### src/rtl/core/cttr_pkg.sv
`default_nettype none

package cttr_pkg;

    // Field widths
    localparam int unsigned REG_W      = 7;
    localparam int unsigned BYTE_W     = 8;
    localparam int unsigned ACT_W      = 2;
    localparam int unsigned DIR_W      = 2;
    localparam int unsigned CFG_IDX_W  = 3;
    localparam int unsigned OUT_DATA_W = 16;

    // Input kinds
    localparam logic KIND_CLICK = 1'b0;
    localparam logic KIND_BYTE  = 1'b1;

    // Result actions
    localparam logic [ACT_W-1:0] ACT_SELECT   = 2'd0;
    localparam logic [ACT_W-1:0] ACT_SEND     = 2'd1;
    localparam logic [ACT_W-1:0] ACT_DESELECT = 2'd2;
    localparam logic [ACT_W-1:0] ACT_REPORT   = 2'd3;

    // Turn directions
    localparam logic [DIR_W-1:0] DIR_DOWN  = 2'd0;
    localparam logic [DIR_W-1:0] DIR_UP    = 2'd1;
    localparam logic [DIR_W-1:0] DIR_LEFT  = 2'd2;
    localparam logic [DIR_W-1:0] DIR_RIGHT = 2'd3;

    // Read positions within one sweep
    localparam logic [1:0] POS_CLICK = 2'd0;
    localparam logic [1:0] POS_X     = 2'd1;
    localparam logic [1:0] POS_Y     = 2'd2;
    localparam logic [1:0] POS_Z     = 2'd3;

    // Configuration register indexes
    localparam logic [CFG_IDX_W-1:0] CFG_THRESHOLD_X = 3'd0;
    localparam logic [CFG_IDX_W-1:0] CFG_THRESHOLD_Y = 3'd1;
    localparam logic [CFG_IDX_W-1:0] CFG_CLICK_ADDR  = 3'd2;
    localparam logic [CFG_IDX_W-1:0] CFG_X_ADDR      = 3'd3;
    localparam logic [CFG_IDX_W-1:0] CFG_Y_ADDR      = 3'd4;
    localparam logic [CFG_IDX_W-1:0] CFG_Z_ADDR      = 3'd5;

    // Configuration reset values
    localparam logic [REG_W-1:0] RST_THRESHOLD_X = 7'd32;
    localparam logic [REG_W-1:0] RST_THRESHOLD_Y = 7'd32;
    localparam logic [REG_W-1:0] RST_CLICK_ADDR  = 7'd57;
    localparam logic [REG_W-1:0] RST_X_ADDR      = 7'd41;
    localparam logic [REG_W-1:0] RST_Y_ADDR      = 7'd43;
    localparam logic [REG_W-1:0] RST_Z_ADDR      = 7'd45;

    // Read command flag on the address byte
    localparam logic READ_FLAG = 1'b1;

    typedef enum logic [2:0] {
        PH_IDLE       = 3'b001,
        PH_ADDR_SENT  = 3'b010,
        PH_DUMMY_SENT = 3'b100
    } phase_t;

    typedef struct packed {
        logic [ACT_W-1:0]  action;
        logic [BYTE_W-1:0] tx_byte;
        logic [DIR_W-1:0]  direction;
        logic              last;
    } result_beat_t;

endpackage

`default_nettype wire

### src/rtl/core/click_triggered_tilt_reader_core.sv
// Click-triggered tilt reader. Input beats are either a click interrupt
// (tuser 0) or a byte received on the serial link (tuser 1, byte in tdata).
// A click while idle starts a sweep over four sensor registers (click source,
// X, Y, Z); each read produces a select+address beat, a dummy-send beat after
// the next received byte, and a deselect beat after the answer byte. At the
// end of the Z read the block may add a direction report (tuser 3) when X or
// Y exceeds its threshold. Each input beat yields zero, one or two output
// beats, the final one flagged by tlast. Timing: an accepted beat is held in
// the input register and is then resolved combinationally into a two-slot
// result buffer, so the block takes one beat per clock as long as the output
// does not stall and each beat yields at most one result; a beat that yields
// two results holds the input side while the second result drains from the
// buffer. While a result waits on a stalled output, the input register still
// takes one more beat; a held beat that yields no result is dropped at once,
// any other waits there until the buffer frees. Thresholds and register
// addresses are to be written by the user through the cfg port while the block
// is idle; the block does not enforce it. There is no clearing pass after reset.
`default_nettype none

module click_triggered_tilt_reader_core
(
    input  wire logic                              clk,
    input  wire logic                              rst_n,

    input  wire logic                              cfg_we,
    input  wire logic [cttr_pkg::CFG_IDX_W-1:0]    cfg_index,
    input  wire logic [cttr_pkg::REG_W-1:0]        cfg_data,

    input  wire logic                              s_axis_tvalid,
    output      logic                              s_axis_tready,
    input  wire logic [cttr_pkg::BYTE_W-1:0]       s_axis_tdata,   // [7:0] rx_byte
    input  wire logic                              s_axis_tuser,   // [0] kind

    output      logic                              m_axis_tvalid,
    input  wire logic                              m_axis_tready,
    output      logic [cttr_pkg::OUT_DATA_W-1:0]   m_axis_tdata,   // [7:0] tx_byte, [9:8] direction
    output      logic [cttr_pkg::ACT_W-1:0]        m_axis_tuser,   // [1:0] action
    output      logic                              m_axis_tlast
);

    import cttr_pkg::*;

    // Configuration registers
    logic [REG_W-1:0] threshold_x_reg;
    logic [REG_W-1:0] threshold_y_reg;
    logic [REG_W-1:0] click_addr_reg;
    logic [REG_W-1:0] x_addr_reg;
    logic [REG_W-1:0] y_addr_reg;
    logic [REG_W-1:0] z_addr_reg;

    // Input register
    logic              in_valid_reg;
    logic              in_kind_reg;
    logic [BYTE_W-1:0] in_byte_reg;

    // Sweep state
    phase_t            phase_reg, phase_next;
    logic [1:0]        pos_reg, pos_next;
    logic [BYTE_W-1:0] x_sample_reg, x_sample_next;
    logic [BYTE_W-1:0] y_sample_reg, y_sample_next;

    // Result buffer: up to two beats, head selects which one is on the port
    result_beat_t beat0_reg, beat1_reg;
    logic [1:0]   count_reg;
    logic         head_reg;

    // Resolution of the held beat
    result_beat_t res0, res1;
    logic [1:0]   res_count;
    logic [1:0]   sel_pos;
    logic [REG_W-1:0] sel_addr;
    logic [BYTE_W-1:0] abs_x, abs_y;
    logic         tilt_hit;
    logic [DIR_W-1:0] tilt_dir;

    logic         out_fire;
    logic         buf_free;
    logic         load;
    result_beat_t cur_beat;

    //--------------------------------------------------------------------
    // Configuration writes
    //--------------------------------------------------------------------
    always_ff @(posedge clk or negedge rst_n)
    begin
        if (!rst_n)
        begin
            threshold_x_reg <= RST_THRESHOLD_X;
            threshold_y_reg <= RST_THRESHOLD_Y;
            click_addr_reg  <= RST_CLICK_ADDR;
            x_addr_reg      <= RST_X_ADDR;
            y_addr_reg      <= RST_Y_ADDR;
            z_addr_reg      <= RST_Z_ADDR;
        end
        else if (cfg_we)
        begin
            unique case (cfg_index)
                CFG_THRESHOLD_X: threshold_x_reg <= cfg_data;
                CFG_THRESHOLD_Y: threshold_y_reg <= cfg_data;
                CFG_CLICK_ADDR:  click_addr_reg  <= cfg_data;
                CFG_X_ADDR:      x_addr_reg      <= cfg_data;
                CFG_Y_ADDR:      y_addr_reg      <= cfg_data;
                CFG_Z_ADDR:      z_addr_reg      <= cfg_data;
                default:         ;  // unmapped index: drop the write
            endcase
        end
    end

    //--------------------------------------------------------------------
    // Handshake control
    //--------------------------------------------------------------------
    assign m_axis_tvalid = (count_reg != 2'd0);
    assign out_fire      = m_axis_tvalid && m_axis_tready;
    // The buffer can take a new set of results when it is empty or its
    // last beat leaves this cycle.
    assign buf_free      = (count_reg == 2'd0) || ((count_reg == 2'd1) && m_axis_tready);
    // A beat with no results never waits on the buffer.
    assign load          = in_valid_reg && ((res_count == 2'd0) || buf_free);
    assign s_axis_tready = !in_valid_reg || load;

    always_ff @(posedge clk or negedge rst_n)
    begin
        if (!rst_n)
        begin
            in_valid_reg <= 1'b0;
        end
        else if (s_axis_tready)
        begin
            in_valid_reg <= s_axis_tvalid;
        end
    end

    always_ff @(posedge clk)
    begin
        if (s_axis_tready && s_axis_tvalid)
        begin
            in_kind_reg <= s_axis_tuser;
            in_byte_reg <= s_axis_tdata;
        end
    end

    //--------------------------------------------------------------------
    // Tilt test on stored X and Y; -128 has magnitude 128
    //--------------------------------------------------------------------
    always_comb
    begin
        abs_x = x_sample_reg[BYTE_W-1] ? (~x_sample_reg + 8'd1) : x_sample_reg;
        abs_y = y_sample_reg[BYTE_W-1] ? (~y_sample_reg + 8'd1) : y_sample_reg;
        // |v| > t covers both v > t and v < -t
        tilt_hit = (abs_x > {1'b0, threshold_x_reg}) || (abs_y > {1'b0, threshold_y_reg});
        if (abs_x > abs_y)
        begin
            tilt_dir = x_sample_reg[BYTE_W-1] ? DIR_UP : DIR_DOWN;
        end
        else
        begin
            // ties go to Y; a zero Y counts as not positive
            tilt_dir = (!y_sample_reg[BYTE_W-1] && (y_sample_reg != '0)) ? DIR_LEFT
                                                                          : DIR_RIGHT;
        end
    end

    //--------------------------------------------------------------------
    // Address of the register to read next
    //--------------------------------------------------------------------
    always_comb
    begin
        sel_pos = (in_kind_reg == KIND_CLICK) ? POS_CLICK : (pos_reg + 2'd1);
        unique case (sel_pos)
            POS_CLICK: sel_addr = click_addr_reg;
            POS_X:     sel_addr = x_addr_reg;
            POS_Y:     sel_addr = y_addr_reg;
            default:   sel_addr = z_addr_reg;
        endcase
    end

    //--------------------------------------------------------------------
    // Resolve the held beat into results and next state
    //--------------------------------------------------------------------
    always_comb
    begin
        res0          = '0;
        res1          = '0;
        res_count     = 2'd0;
        phase_next    = phase_reg;
        pos_next      = pos_reg;
        x_sample_next = x_sample_reg;
        y_sample_next = y_sample_reg;

        if (in_kind_reg == KIND_CLICK)
        begin
            // click while busy: drop
            if (phase_reg == PH_IDLE)
            begin
                pos_next   = POS_CLICK;
                res0       = '{action: ACT_SELECT, tx_byte: {READ_FLAG, sel_addr},
                               direction: DIR_DOWN, last: 1'b1};
                res_count  = 2'd1;
                phase_next = PH_ADDR_SENT;
            end
        end
        else if (phase_reg == PH_ADDR_SENT)
        begin
            // received byte is don't-care; send the dummy byte
            res0       = '{action: ACT_SEND, tx_byte: '0, direction: DIR_DOWN, last: 1'b1};
            res_count  = 2'd1;
            phase_next = PH_DUMMY_SENT;
        end
        else if (phase_reg == PH_DUMMY_SENT)
        begin
            if (pos_reg == POS_X)
            begin
                x_sample_next = in_byte_reg;
            end
            if (pos_reg == POS_Y)
            begin
                y_sample_next = in_byte_reg;
            end
            res0 = '{action: ACT_DESELECT, tx_byte: '0, direction: DIR_DOWN, last: 1'b1};
            if (pos_reg == POS_Z)
            begin
                // end of sweep: back to idle, report a tilt if any
                pos_next   = POS_CLICK;
                phase_next = PH_IDLE;
                if (tilt_hit)
                begin
                    res0.last = 1'b0;
                    res1      = '{action: ACT_REPORT, tx_byte: '0,
                                  direction: tilt_dir, last: 1'b1};
                    res_count = 2'd2;
                end
                else
                begin
                    res_count = 2'd1;
                end
            end
            else
            begin
                // deselect, then start the next read at once
                pos_next   = sel_pos;
                phase_next = PH_ADDR_SENT;
                res0.last  = 1'b0;
                res1       = '{action: ACT_SELECT, tx_byte: {READ_FLAG, sel_addr},
                               direction: DIR_DOWN, last: 1'b1};
                res_count  = 2'd2;
            end
        end
        // byte while idle: drop
    end

    always_ff @(posedge clk or negedge rst_n)
    begin
        if (!rst_n)
        begin
            phase_reg    <= PH_IDLE;
            pos_reg      <= POS_CLICK;
            x_sample_reg <= '0;
            y_sample_reg <= '0;
        end
        else if (load)
        begin
            phase_reg    <= phase_next;
            pos_reg      <= pos_next;
            x_sample_reg <= x_sample_next;
            y_sample_reg <= y_sample_next;
        end
    end

    //--------------------------------------------------------------------
    // Result buffer
    //--------------------------------------------------------------------
    always_ff @(posedge clk or negedge rst_n)
    begin
        if (!rst_n)
        begin
            count_reg <= 2'd0;
            head_reg  <= 1'b0;
        end
        else if (load && (res_count != 2'd0))
        begin
            count_reg <= res_count;
            head_reg  <= 1'b0;
        end
        else if (out_fire)
        begin
            // advance to the second beat or go empty
            count_reg <= count_reg - 2'd1;
            head_reg  <= 1'b1;
        end
    end

    always_ff @(posedge clk)
    begin
        if (load && (res_count != 2'd0))
        begin
            beat0_reg <= res0;
            beat1_reg <= res1;
        end
    end

    assign cur_beat      = head_reg ? beat1_reg : beat0_reg;
    assign m_axis_tuser  = cur_beat.action;
    assign m_axis_tdata  = {{(OUT_DATA_W - BYTE_W - DIR_W){1'b0}},
                            cur_beat.direction, cur_beat.tx_byte};
    assign m_axis_tlast  = cur_beat.last;

    //--------------------------------------------------------------------
    // Assertions
    //--------------------------------------------------------------------
    // A direction report always closes the results of its input beat.
    a_report_last: assert property (@(posedge clk) disable iff (!rst_n)
        (m_axis_tvalid && (m_axis_tuser == ACT_REPORT)) |-> m_axis_tlast)
        else $error("direction report without tlast");

    // Every select beat carries the read flag on its address byte.
    a_select_flag: assert property (@(posedge clk) disable iff (!rst_n)
        (m_axis_tvalid && (m_axis_tuser == ACT_SELECT)) |-> m_axis_tdata[BYTE_W-1])
        else $error("select beat without read flag");

    // A buffered pair has its first beat open and its second beat closing.
    a_pair_shape: assert property (@(posedge clk) disable iff (!rst_n)
        (count_reg == 2'd2) |-> (!head_reg && !beat0_reg.last && beat1_reg.last))
        else $error("result pair malformed");

    // Ending a sweep always returns to idle at the click-source position.
    a_sweep_end: assert property (@(posedge clk) disable iff (!rst_n)
        (load && (phase_reg == PH_DUMMY_SENT) && (pos_reg == POS_Z)
         && (in_kind_reg == KIND_BYTE))
        |=> ((phase_reg == PH_IDLE) && (pos_reg == POS_CLICK)))
        else $error("sweep did not return to idle");

endmodule

`default_nettype wire

### config.mk
export PLATFORM = sky130hd
export DESIGN_NAME = click_triggered_tilt_reader_core
export DESIGN_NICKNAME = d
export VERILOG_FILES = /design/src/rtl/core/cttr_pkg.sv /design/src/rtl/core/click_triggered_tilt_reader_core.sv
export SDC_FILE = /design/constraint.sdc
export NUM_CORES = 1
export LEC_CHECK = 0
export BUFFER_PORTS_ARGS = -buffer_cell sky130_fd_sc_hd__buf_2
export CAP_MARGIN = 10
export CORE_ASPECT_RATIO = 0.5
export CORE_MARGIN = 1
export CORE_UTILIZATION = 55
export DETAILED_ROUTE_END_ITERATION = 8
export GPL_TIMING_DRIVEN = 0
export PLACE_DENSITY = 0.7
export SLEW_MARGIN = 20
export SYNTH_ARGS = -nofsm -noshare
export SYNTH_HDL_FRONTEND = slang
export SYNTH_SLANG_ARGS = --single-unit
### constraint.sdc
create_clock -name clk -period 5.6 [get_ports clk]
set_input_delay 0.56 -clock clk [delete_from_list [all_inputs] [get_ports clk]]
set_output_delay 0.56 -clock clk [all_outputs]
set_load 0.01 [all_outputs]
* Word level (Yosys, flattened, before mapping) *
Cells that the tools add are included.

storage, ports and cells
  register bits after elaboration = 102
  latch bits = 0
  bits in writable memories = 0
  memory bits (read-only) = 0
  bits of input ports = 24
  output and inout bits = 21
  memories = 0

cells by class
  add/subtract/negate cells = 4
  multiply operators = 0
  div/mod/pow operators = 0
  order comparisons = 3
  eq/ne operators = 17
  shift operators = 0
  mux-type cells = 36
  bitwise operators = 7
  reductions and logical operators = 34

operators with widths
  kind                 number
  $mux 13              5
  $mux 2               15
  $mux 11              2
  $pmux 7 s3           1
  $add 8x1->8 const B  2
  $gt 8x7->1           2
  $mux 8               2
  $not 8->8            2
  $mux 3               4
  $reduce_and 2->1     6
  $reduce_and 5->1     2
  $eq 3x2->1 const B   3
  $eq 3x3->1 const B   3
  $gt 8x8->1           1
  $reduce_bool 2->1    4
  $reduce_bool 8->1    1
  $mux 1               7
  $eq 2x1->1 const B   3
  $eq 2x2->1 const B   3
  $eq 3x1->1 const B   2
  $logic_and 1x1->1    6
  $logic_not 2->1      3
  $not 1->1            5
  $reduce_or 5->1      1
  other kinds (12)     16

* Depth between registers and ports, before layout *
Gate-level depths: netlist of run 1.

  depth in word-level cells = 15
  depth in mapped cells = 12

* Worst setup path after synthesis of run 1 *
OpenSTA, ideal clock, no wires.

  path kind = reg-to-reg
  from = reg x_sample_reg[3]
  to = reg beat1_reg[1] (netlist bit) (data pin)
  arrival time = 2.280 ns
  data required time = 5.328 ns
  path slack = 3.048 ns
  cell stages (with the launch flop) = 10
  clock period less this slack = 2.552 ns
  path through = dfrtp_1 > or3_1 > o21ai_0 > xnor2_1 > ha_1 > a21oi_1 > o2bb2ai_1 > nand4_2 > o311ai_1 > nor3b_1

on the way
  longest elaborated chain between the ends = 7
  elaborated cells between the ends (all ways) = 9
  classes of those cells = 1 x add/sub; 2 x order compare; 2 x mux; 2 x bitwise; 2 x reduce/logical

RTL lines
  element                           RTL line                                 RTL
  from (decl)                       click_triggered_tilt_reader_core.sv:59   logic [BYTE_W-1:0] x_sample_reg, x_sample_next;
  from (signal assigned)            click_triggered_tilt_reader_core.sv:264  x_sample_reg <= x_sample_next;
  $not 8->8                         click_triggered_tilt_reader_core.sv:147  abs_x = x_sample_reg[BYTE_W-1] ? (~x_sample_reg + 8'd1) : x_sample_reg;
  $add 8x1->8                       click_triggered_tilt_reader_core.sv:147
  $mux 8 *                          click_triggered_tilt_reader_core.sv:147
  $gt 8x7->1                        click_triggered_tilt_reader_core.sv:150  tilt_hit = (abs_x > {1'b0, threshold_x_reg}) || (abs_y > {1'b0, threshold_y_reg});
  $logic_or 1x1->1                  click_triggered_tilt_reader_core.sv:150
  $not 1->1 (no source line)        -
  $reduce_or 5->1 (no source line)  -
  to (signal assigned)              click_triggered_tilt_reader_core.sv:297  beat1_reg <= res1;
  to (decl)                         click_triggered_tilt_reader_core.sv:63   result_beat_t beat0_reg, beat1_reg;

Every way passes the cells marked *; elsewhere a longest branch is shown, timed or not.
A chain may end at the register's enable or synchronous reset.

* Final worst setup path of run 1 *
  from = reg y_sample_reg[3]
  to = reg beat1_reg[0] (netlist bit) (data pin)

on the way
  longest elaborated chain between the ends = 7

RTL lines
  element                 RTL line                                 RTL
  from (decl)             click_triggered_tilt_reader_core.sv:60   logic [BYTE_W-1:0] y_sample_reg, y_sample_next;
  from (signal assigned)  click_triggered_tilt_reader_core.sv:265  y_sample_reg <= y_sample_next;
  $not 8->8               click_triggered_tilt_reader_core.sv:148  abs_y = y_sample_reg[BYTE_W-1] ? (~y_sample_reg + 8'd1) : y_sample_reg;
  $add 8x1->8             click_triggered_tilt_reader_core.sv:148
  $mux 8 *                click_triggered_tilt_reader_core.sv:148
  $gt 8x7->1 *            click_triggered_tilt_reader_core.sv:150
  $logic_or 1x1->1 *      click_triggered_tilt_reader_core.sv:150
  $mux 13 *               click_triggered_tilt_reader_core.sv:225  if (tilt_hit)
  $mux 11 *               click_triggered_tilt_reader_core.sv:220  if (pos_reg == POS_Z)

Marks and branches as above.

==> run_results.csv, run 1 <==
group,metric,value,unit
status,status,"finished, violations left",
status,violations,"design-rule violations",
setup_path,cp-startpoint,"y_sample_reg[3]$_DFFE_PN0P_",
cts,clock-sinks,99,
drt,drt-pass1-iter-count,6,
cts,cts_resized,0,
die,ios,45,
setup_path,crit_end,"beat1_reg[0]$_SDFFCE_PP0P_",
global_routing,overflow,0,
sta,fin_skew,0.007062,ns
layout,syn_to_final_growth,13.68,%
place,post-place-cells,600,
layout,multi_input_area,2222,µm²
logic_synthesis,async_flop_share,0.6768,
power,p_per_area,359.2,nW/µm²
power,p_leak,0.002540,µW
logic_synthesis,synth_edf_count,32,
layout,final_nets,547,
sta,drv_slew,0,
layout,ff_latch_area,2660,µm²
die,die_w,138.3,µm
layout,drive_gt1_frac,0.3026,
layout,fillCellCount,692,
layout,diodes,0,
drt,routed_wl,9618,µm
logic_synthesis,synth_area_per_cell,11.62,µm²
layout,finalNonFillerCells,616,
setup_path,required,5.67,ns
drt,wl_per_cell,15.61,µm
cts,clk_pin_slew,0.07,ns
layout,final_common_cell,"mux2_2",
power,switching_share,0.2855,
cts,h-tree-depth,3,
global_routing,antenna_found_initial,0,
cts,cts_buffer_depth,2,
die,core_area,8859,µm²
setup_path,cp-start-kind,"flip-flop",
power,p_switching,595.9,µW
sta,finalCritPeriodShare,0.5350,
logic_synthesis,synthDistinctLibCells,50,
die,rows,24,
global_routing,grt_max_degree,51,
setup_path,criticalPathCategory,"reg2reg",
setup_path,rrSetupSlack,2.60,ns
drt,drc_errors,2,
sta,fin_setup_tns,0,ns
die,chipHeight,70.18,µm
drt,first_iter_violations,160,
power,pwr-share-clk,0.316,
cts,cts_tree,"done",
cts,clock-root-buffer,"clkbuf_16",
die,floorplan.die_area,9708,µm²
layout,post-route-util,0.6561,
cts,insertion_delay,0.34,ns
place,dp_hpwl,7087,µm
power,internal-power,1492,µW
logic_synthesis,synth-warning-count,0,
setup_path,cp-end-kind,"flip-flop",
sta,whs,0.09056,ns
setup_path,reg2reg_to,"beat1_reg[0]$_SDFFCE_PP0P_",
min_path,hp-class,"in2async",
logic_synthesis,ys_ff_latch,99,
power,combPwrFrac,0.244,
run,cap_viol_max_count,0,
logic_synthesis,ys_seq_area_frac,0.5203,
sta,post-route-min-period,2.996,ns
layout,largest_reg_flops,12,
sta,rsz0062_at_grt,"false",
layout,most-common-layout-cells,"63 x mux2_2, 49 x dfrtp_1, 40 x buf_2",
power,p_total,2087,µW
global_routing,grt_pass1_wl,16290,µm
sta,setup_viol_count_final,0,
logic_synthesis,ys.flop_type,"dfrtp_1",
cts,cts_setup_buffers,0,
logic_synthesis,synthCells,440,
setup_path,cp.arrival,3.07,ns
drt,viasPerCell,5.346,
drt,ant_nets,0,
global_routing,first_global_vias,3217,
power,p_seq_frac,0.440,
sta,relSlewSlack,0.4651,
die,start_util,0.5771,
sta,worstMarginPinSlew,0.8007,ns
setup_path,cp_max_fo,4,
cts,cts_buffers,9,
logic_synthesis,syn_area,5112,µm²
power,ir_drop,0.1790,mV
sta,finalHoldViolations,0,
setup_path,reg2reg_from,"y_sample_reg[3]$_DFFE_PN0P_",
place,gp_congestion,0.8825,
cts,cts_hold_buffers,0,
place,portBuffers,37,
sta,max_freq,333.8,MHz
drt,vias,3293,
setup_path,reg2reg_depth,9,
global_routing,gr-usage-all-layers,0.2226,
-- cells in the mapped netlist, drive strengths merged, types with 5 or more instances --
| cell | count | area [µm²] |
|---|---|---|
| a21oi | 20 | 103.9 |
| nor2 | 13 | 48.80 |
| edfxtp | 32 | 960.9 |
| nand2 | 27 | 101.4 |
| mux2 | 63 | 709.4 |
| xnor2 | 12 | 105.1 |
| nand3 | 6 | 30.03 |
| o22ai | 7 | 43.79 |
| ha | 29 | 362.9 |
| and2 | 10 | 62.56 |
| buf | 10 | 65.06 |
| o21ai | 31 | 155.1 |
| clkbuf | 11 | 41.29 |
| nand2b | 8 | 50.05 |
| nor2b | 8 | 50.05 |
| nor3 | 5 | 30.03 |
| inv | 38 | 142.6 |
| dfstp | 18 | 473.0 |
| dfrtp | 49 | 1226 |
| nand4 | 8 | 56.30 |
-- worst min path at each step --
stage,start,slack (ns),end,cells past startpoint
after detailed placement,rst_n,0.46,y_sample_reg[5]$_DFFE_PN0P_,1
after global routing,rst_n,0.1,x_sample_reg[3]$_DFFE_PN0P_,1
after floorplan,rst_n,0.26,click_addr_reg[1]$_DFFE_PN0P_,0
after CTS,rst_n,0.09,y_sample_reg[5]$_DFFE_PN0P_,1
final,rst_n,0.09,y_sample_reg[5]$_DFFE_PN0P_,1
after global placement,z_addr_reg[4]$_DFFE_PN0P_,0.48,z_addr_reg[4]$_DFFE_PN0P_,1
-- kinds of logic after synthesis --
group	Yosys count	synth area share
AO/OA/AOI/OAI	77	0.08909
XOR/XNOR	12	0.02056
adder cells (fa/ha/maj)	29	0.07097
buffers and inverters	59	0.04870
flip-flops	99	0.5203
multiplexers	63	0.1388
other	1	0.0007335
AND/OR/NAND/NOR	100	0.1109
-- layout make-up --
type | instances | area share
buffer | 21 | 0.01830
clock buffer | 10 | 0.03940
clock inverter | 6 | 0.01550
inverter | 38 | 0.02454
multi-input combinational | 287 | 0.3823
sequential | 99 | 0.4577
tap | 117 | 0.02519
timing repair buffer | 38 | 0.03703
-- stage by stage --
stage / instance area (µm²) / worst slack (ns)
floorplan: 5131 / 3.048
global placement: 5463 / 2.622
detailed placement: 5493 / 2.604
CTS: 5812 / 2.598
global route: 5812 / 2.397
finish: 5812 / 2.604
-- worst max-delay path, cell delays in order, from the launching register on --
cell	delay, ns
dfrtp_1	0.43
nor4_1	0.41
a21boi_0	0.18
xnor2_1	0.27
ha_1	0.31
a21oi_1	0.16
o2bb2ai_1	0.16
nand4_2	0.16
nor4_2	0.51
nor2_1	0.13
-- power by group through the flow --
stage               sequential (µW)  clock, µW  combinational [µW]
floorplan                       915          0                 379
global placement                928          0                 492
detailed placement              931          0                 509
CTS                             918        673                 514
global route                    931        701                 572
finish                          918        660                 510
-- metal layers --
metal,global-route usage,part of all wire,up-vias
li1,-,-,1661
met1,0.3116,0.51,1582
met2,0.3536,0.45,42
met3,0.05350,0.027,8
met4,0.04869,0.0091,0
met5,0,0,-
Power figures use the tool's default switching activity.
==> run 2, diff against run 1 <==
Clock period 5.6 ns to 2.85 ns, I/O delays scaled along.
==> run_results.csv, run 2 (same netlist as run 1, synthesis figures left out) <==
group,metric,value,unit
global_routing,overflow,0,
drt,wl_per_cell,15.78,µm
power,ir_drop,0.3509,mV
setup_path,cp-start-kind,"flip-flop",
status,violations,"design-rule violations",
cts,cts_buffers,9,
global_routing,antenna_found_initial,0,
setup_path,required,2.93,ns
global_routing,grt_pass1_wl,16330,µm
sta,setup_viol_count_final,0,
drt,viasPerCell,5.394,
place,dp_hpwl,7087,µm
layout,largest_reg_flops,12,
cts,clock-sinks,99,
sta,worstMarginPinSlew,0.8116,ns
sta,post-route-min-period,2.761,ns
sta,max_freq,362.1,MHz
layout,ff_latch_area,2665,µm²
status,status,"finished, violations left",
sta,fin_setup_tns,0,ns
place,placed_area,5493,µm²
drt,drc_errors,2,
layout,fillCellCount,672,
die,ios,45,
sta,drv_slew,0,
sta,finalHoldViolations,0,
sta,whs,0.1151,ns
global_routing,grt_max_degree,51,
setup_path,cp.arrival,2.84,ns
drt,routed_wl,9785,µm
cts,cts_buffer_depth,2,
sta,finalCritPeriodShare,0.9689,
setup_path,cp_max_fo,4,
die,floorplan.die_area,9708,µm²
die,start_util,0.5771,
layout,final_area,5957,µm²
layout,drive_gt1_frac,0.3459,
layout,diodes,0,
run,cap_viol_max_count,0,
cts,clock-root-buffer,"clkbuf_16",
cts,clk_pin_slew,0.07,ns
global_routing,first_global_vias,3223,
drt,vias,3344,
min_path,hp-class,"in2reg",
place,portBuffers,37,
power,p_leak,0.002588,µW
power,p_per_area,694.9,nW/µm²
layout,final_common_cell,"mux2_2",
sta,relSlewSlack,0.4578,
layout,final_nets,551,
layout,multi_input_area,2322,µm²
power,p_total,4139,µW
place,gp_congestion,0.8825,
cts,cts_tree,"done",
cts,h-tree-depth,3,
die,chipHeight,70.18,µm
drt,ant_nets,0,
drt,first_iter_violations,175,
setup_path,cp-end-kind,"flip-flop",
die,rows,24,
layout,post-route-util,0.6725,
layout,most-common-layout-cells,"63 x mux2_2, 45 x dfrtp_1, 40 x buf_2",
die,die_w,138.3,µm
drt,drt-pass1-iter-count,7,
layout,syn_to_final_growth,16.52,%
sta,fin_skew,0.009089,ns
die,core_area,8859,µm²
setup_path,criticalPathCategory,"reg2reg",
global_routing,gr-usage-all-layers,0.2231,
cts,insertion_delay,0.34,ns
==> run 2: cell types whose count changed in the layout (fill, tap and decap cells not counted), sizes merged <==
cell         before  now
buf              48   53
clkbuf           21   19
dlygate4sd3       0    1
==> run 2: layout make-up <==
| cell class | instances | area share |
|---|---|---|
| Buffer | 19 | 0.01659 |
| Tap cell | 117 | 0.02457 |
| Clock buffer | 10 | 0.03844 |
| Clock inverter | 6 | 0.01512 |
| Multi-Input combinational cell | 287 | 0.3898 |
| Inverter | 38 | 0.02394 |
| Timing Repair Buffer | 44 | 0.04411 |
| Sequential cell | 99 | 0.4474 |
==> run 2: worst paths after layout <==
kind | depth (start not counted) | from | to | slack (ns)
min in group asynchronous | 2 | rst_n | y_sample_reg[5]$_DFFE_PN0P_ | 0.36
worst max register to register | 9 | y_sample_reg[2]$_DFFE_PN0P_ | beat1_reg[0]$_SDFFCE_PP0P_ | 0.09
worst min register to register | 1 | in_byte_reg[7]$_DFFE_PP_ | y_sample_reg[7]$_DFFE_PN0P_ | 0.51
worst max-delay path | 9 | y_sample_reg[2]$_DFFE_PN0P_ | beat1_reg[0]$_SDFFCE_PP0P_ | 0.09
worst min-delay path | 1 | s_axis_tdata[6] | in_byte_reg[6]$_DFFE_PP_ | 0.12
max in group asynchronous | 3 | rst_n | phase_reg[0]$_DFFE_PN1P_ | 1.89
==> run 2: stage by stage <==
| step | std cells | setup WS, ns |
|---|---|---|
| 2_1_floorplan | 445 | 0.2978 |
| 3_3_place_gp | 599 | -0.1278 |
| 3_5_place_dp | 600 | -0.1455 |
| 4_1_cts | 617 | 0.004341 |
| 5_1_grt | 620 | -0.01925 |
| 6_report | 620 | 0.08866 |
==> run 2: per-layer routing <==
metal	vias up	part of all wire	GRT usage
li1	1670	-	-
met1	1611	0.51	0.3126
met2	56	0.45	0.3542
met3	7	0.027	0.05350
met4	0	0.0069	0.04869
met5	-	0	0
==> run 2: power breakdown <==
| group | total [µW] | internal [µW] | leakage (µW) | switching, µW |
|---|---|---|---|---|
| clock | 1300 | 773 | 0.000155 | 523 |
| sequential | 1810 | 1710 | 0.00110 | 99.7 |
| combinational | 1040 | 474 | 0.00133 | 564 |
| total | 4140 | 2950 | 0.00259 | 1190 |
==> run 2: worst max-delay path: stages (launching register included) <==
cell and delay, ns:
dfrtp_2 0.44, nor4_4 0.34, a21boi_1 0.13, xnor2_1 0.26, ha_1 0.31, a21oi_2 0.16, o2bb2ai_2 0.13, nand4_2 0.18
nor4_4 0.44, nor2_1 0.11
==> run 2: what timing repair did <==
item / in CTS / in global routing
setup buffers: 0 / 5
gates resized for setup: 3 / 21
hold buffers: 1 / 0
hold endpoints to repair: 17 / 0
pin swaps: 0 / 12
endpoints found under the setup margin: 7 / 14
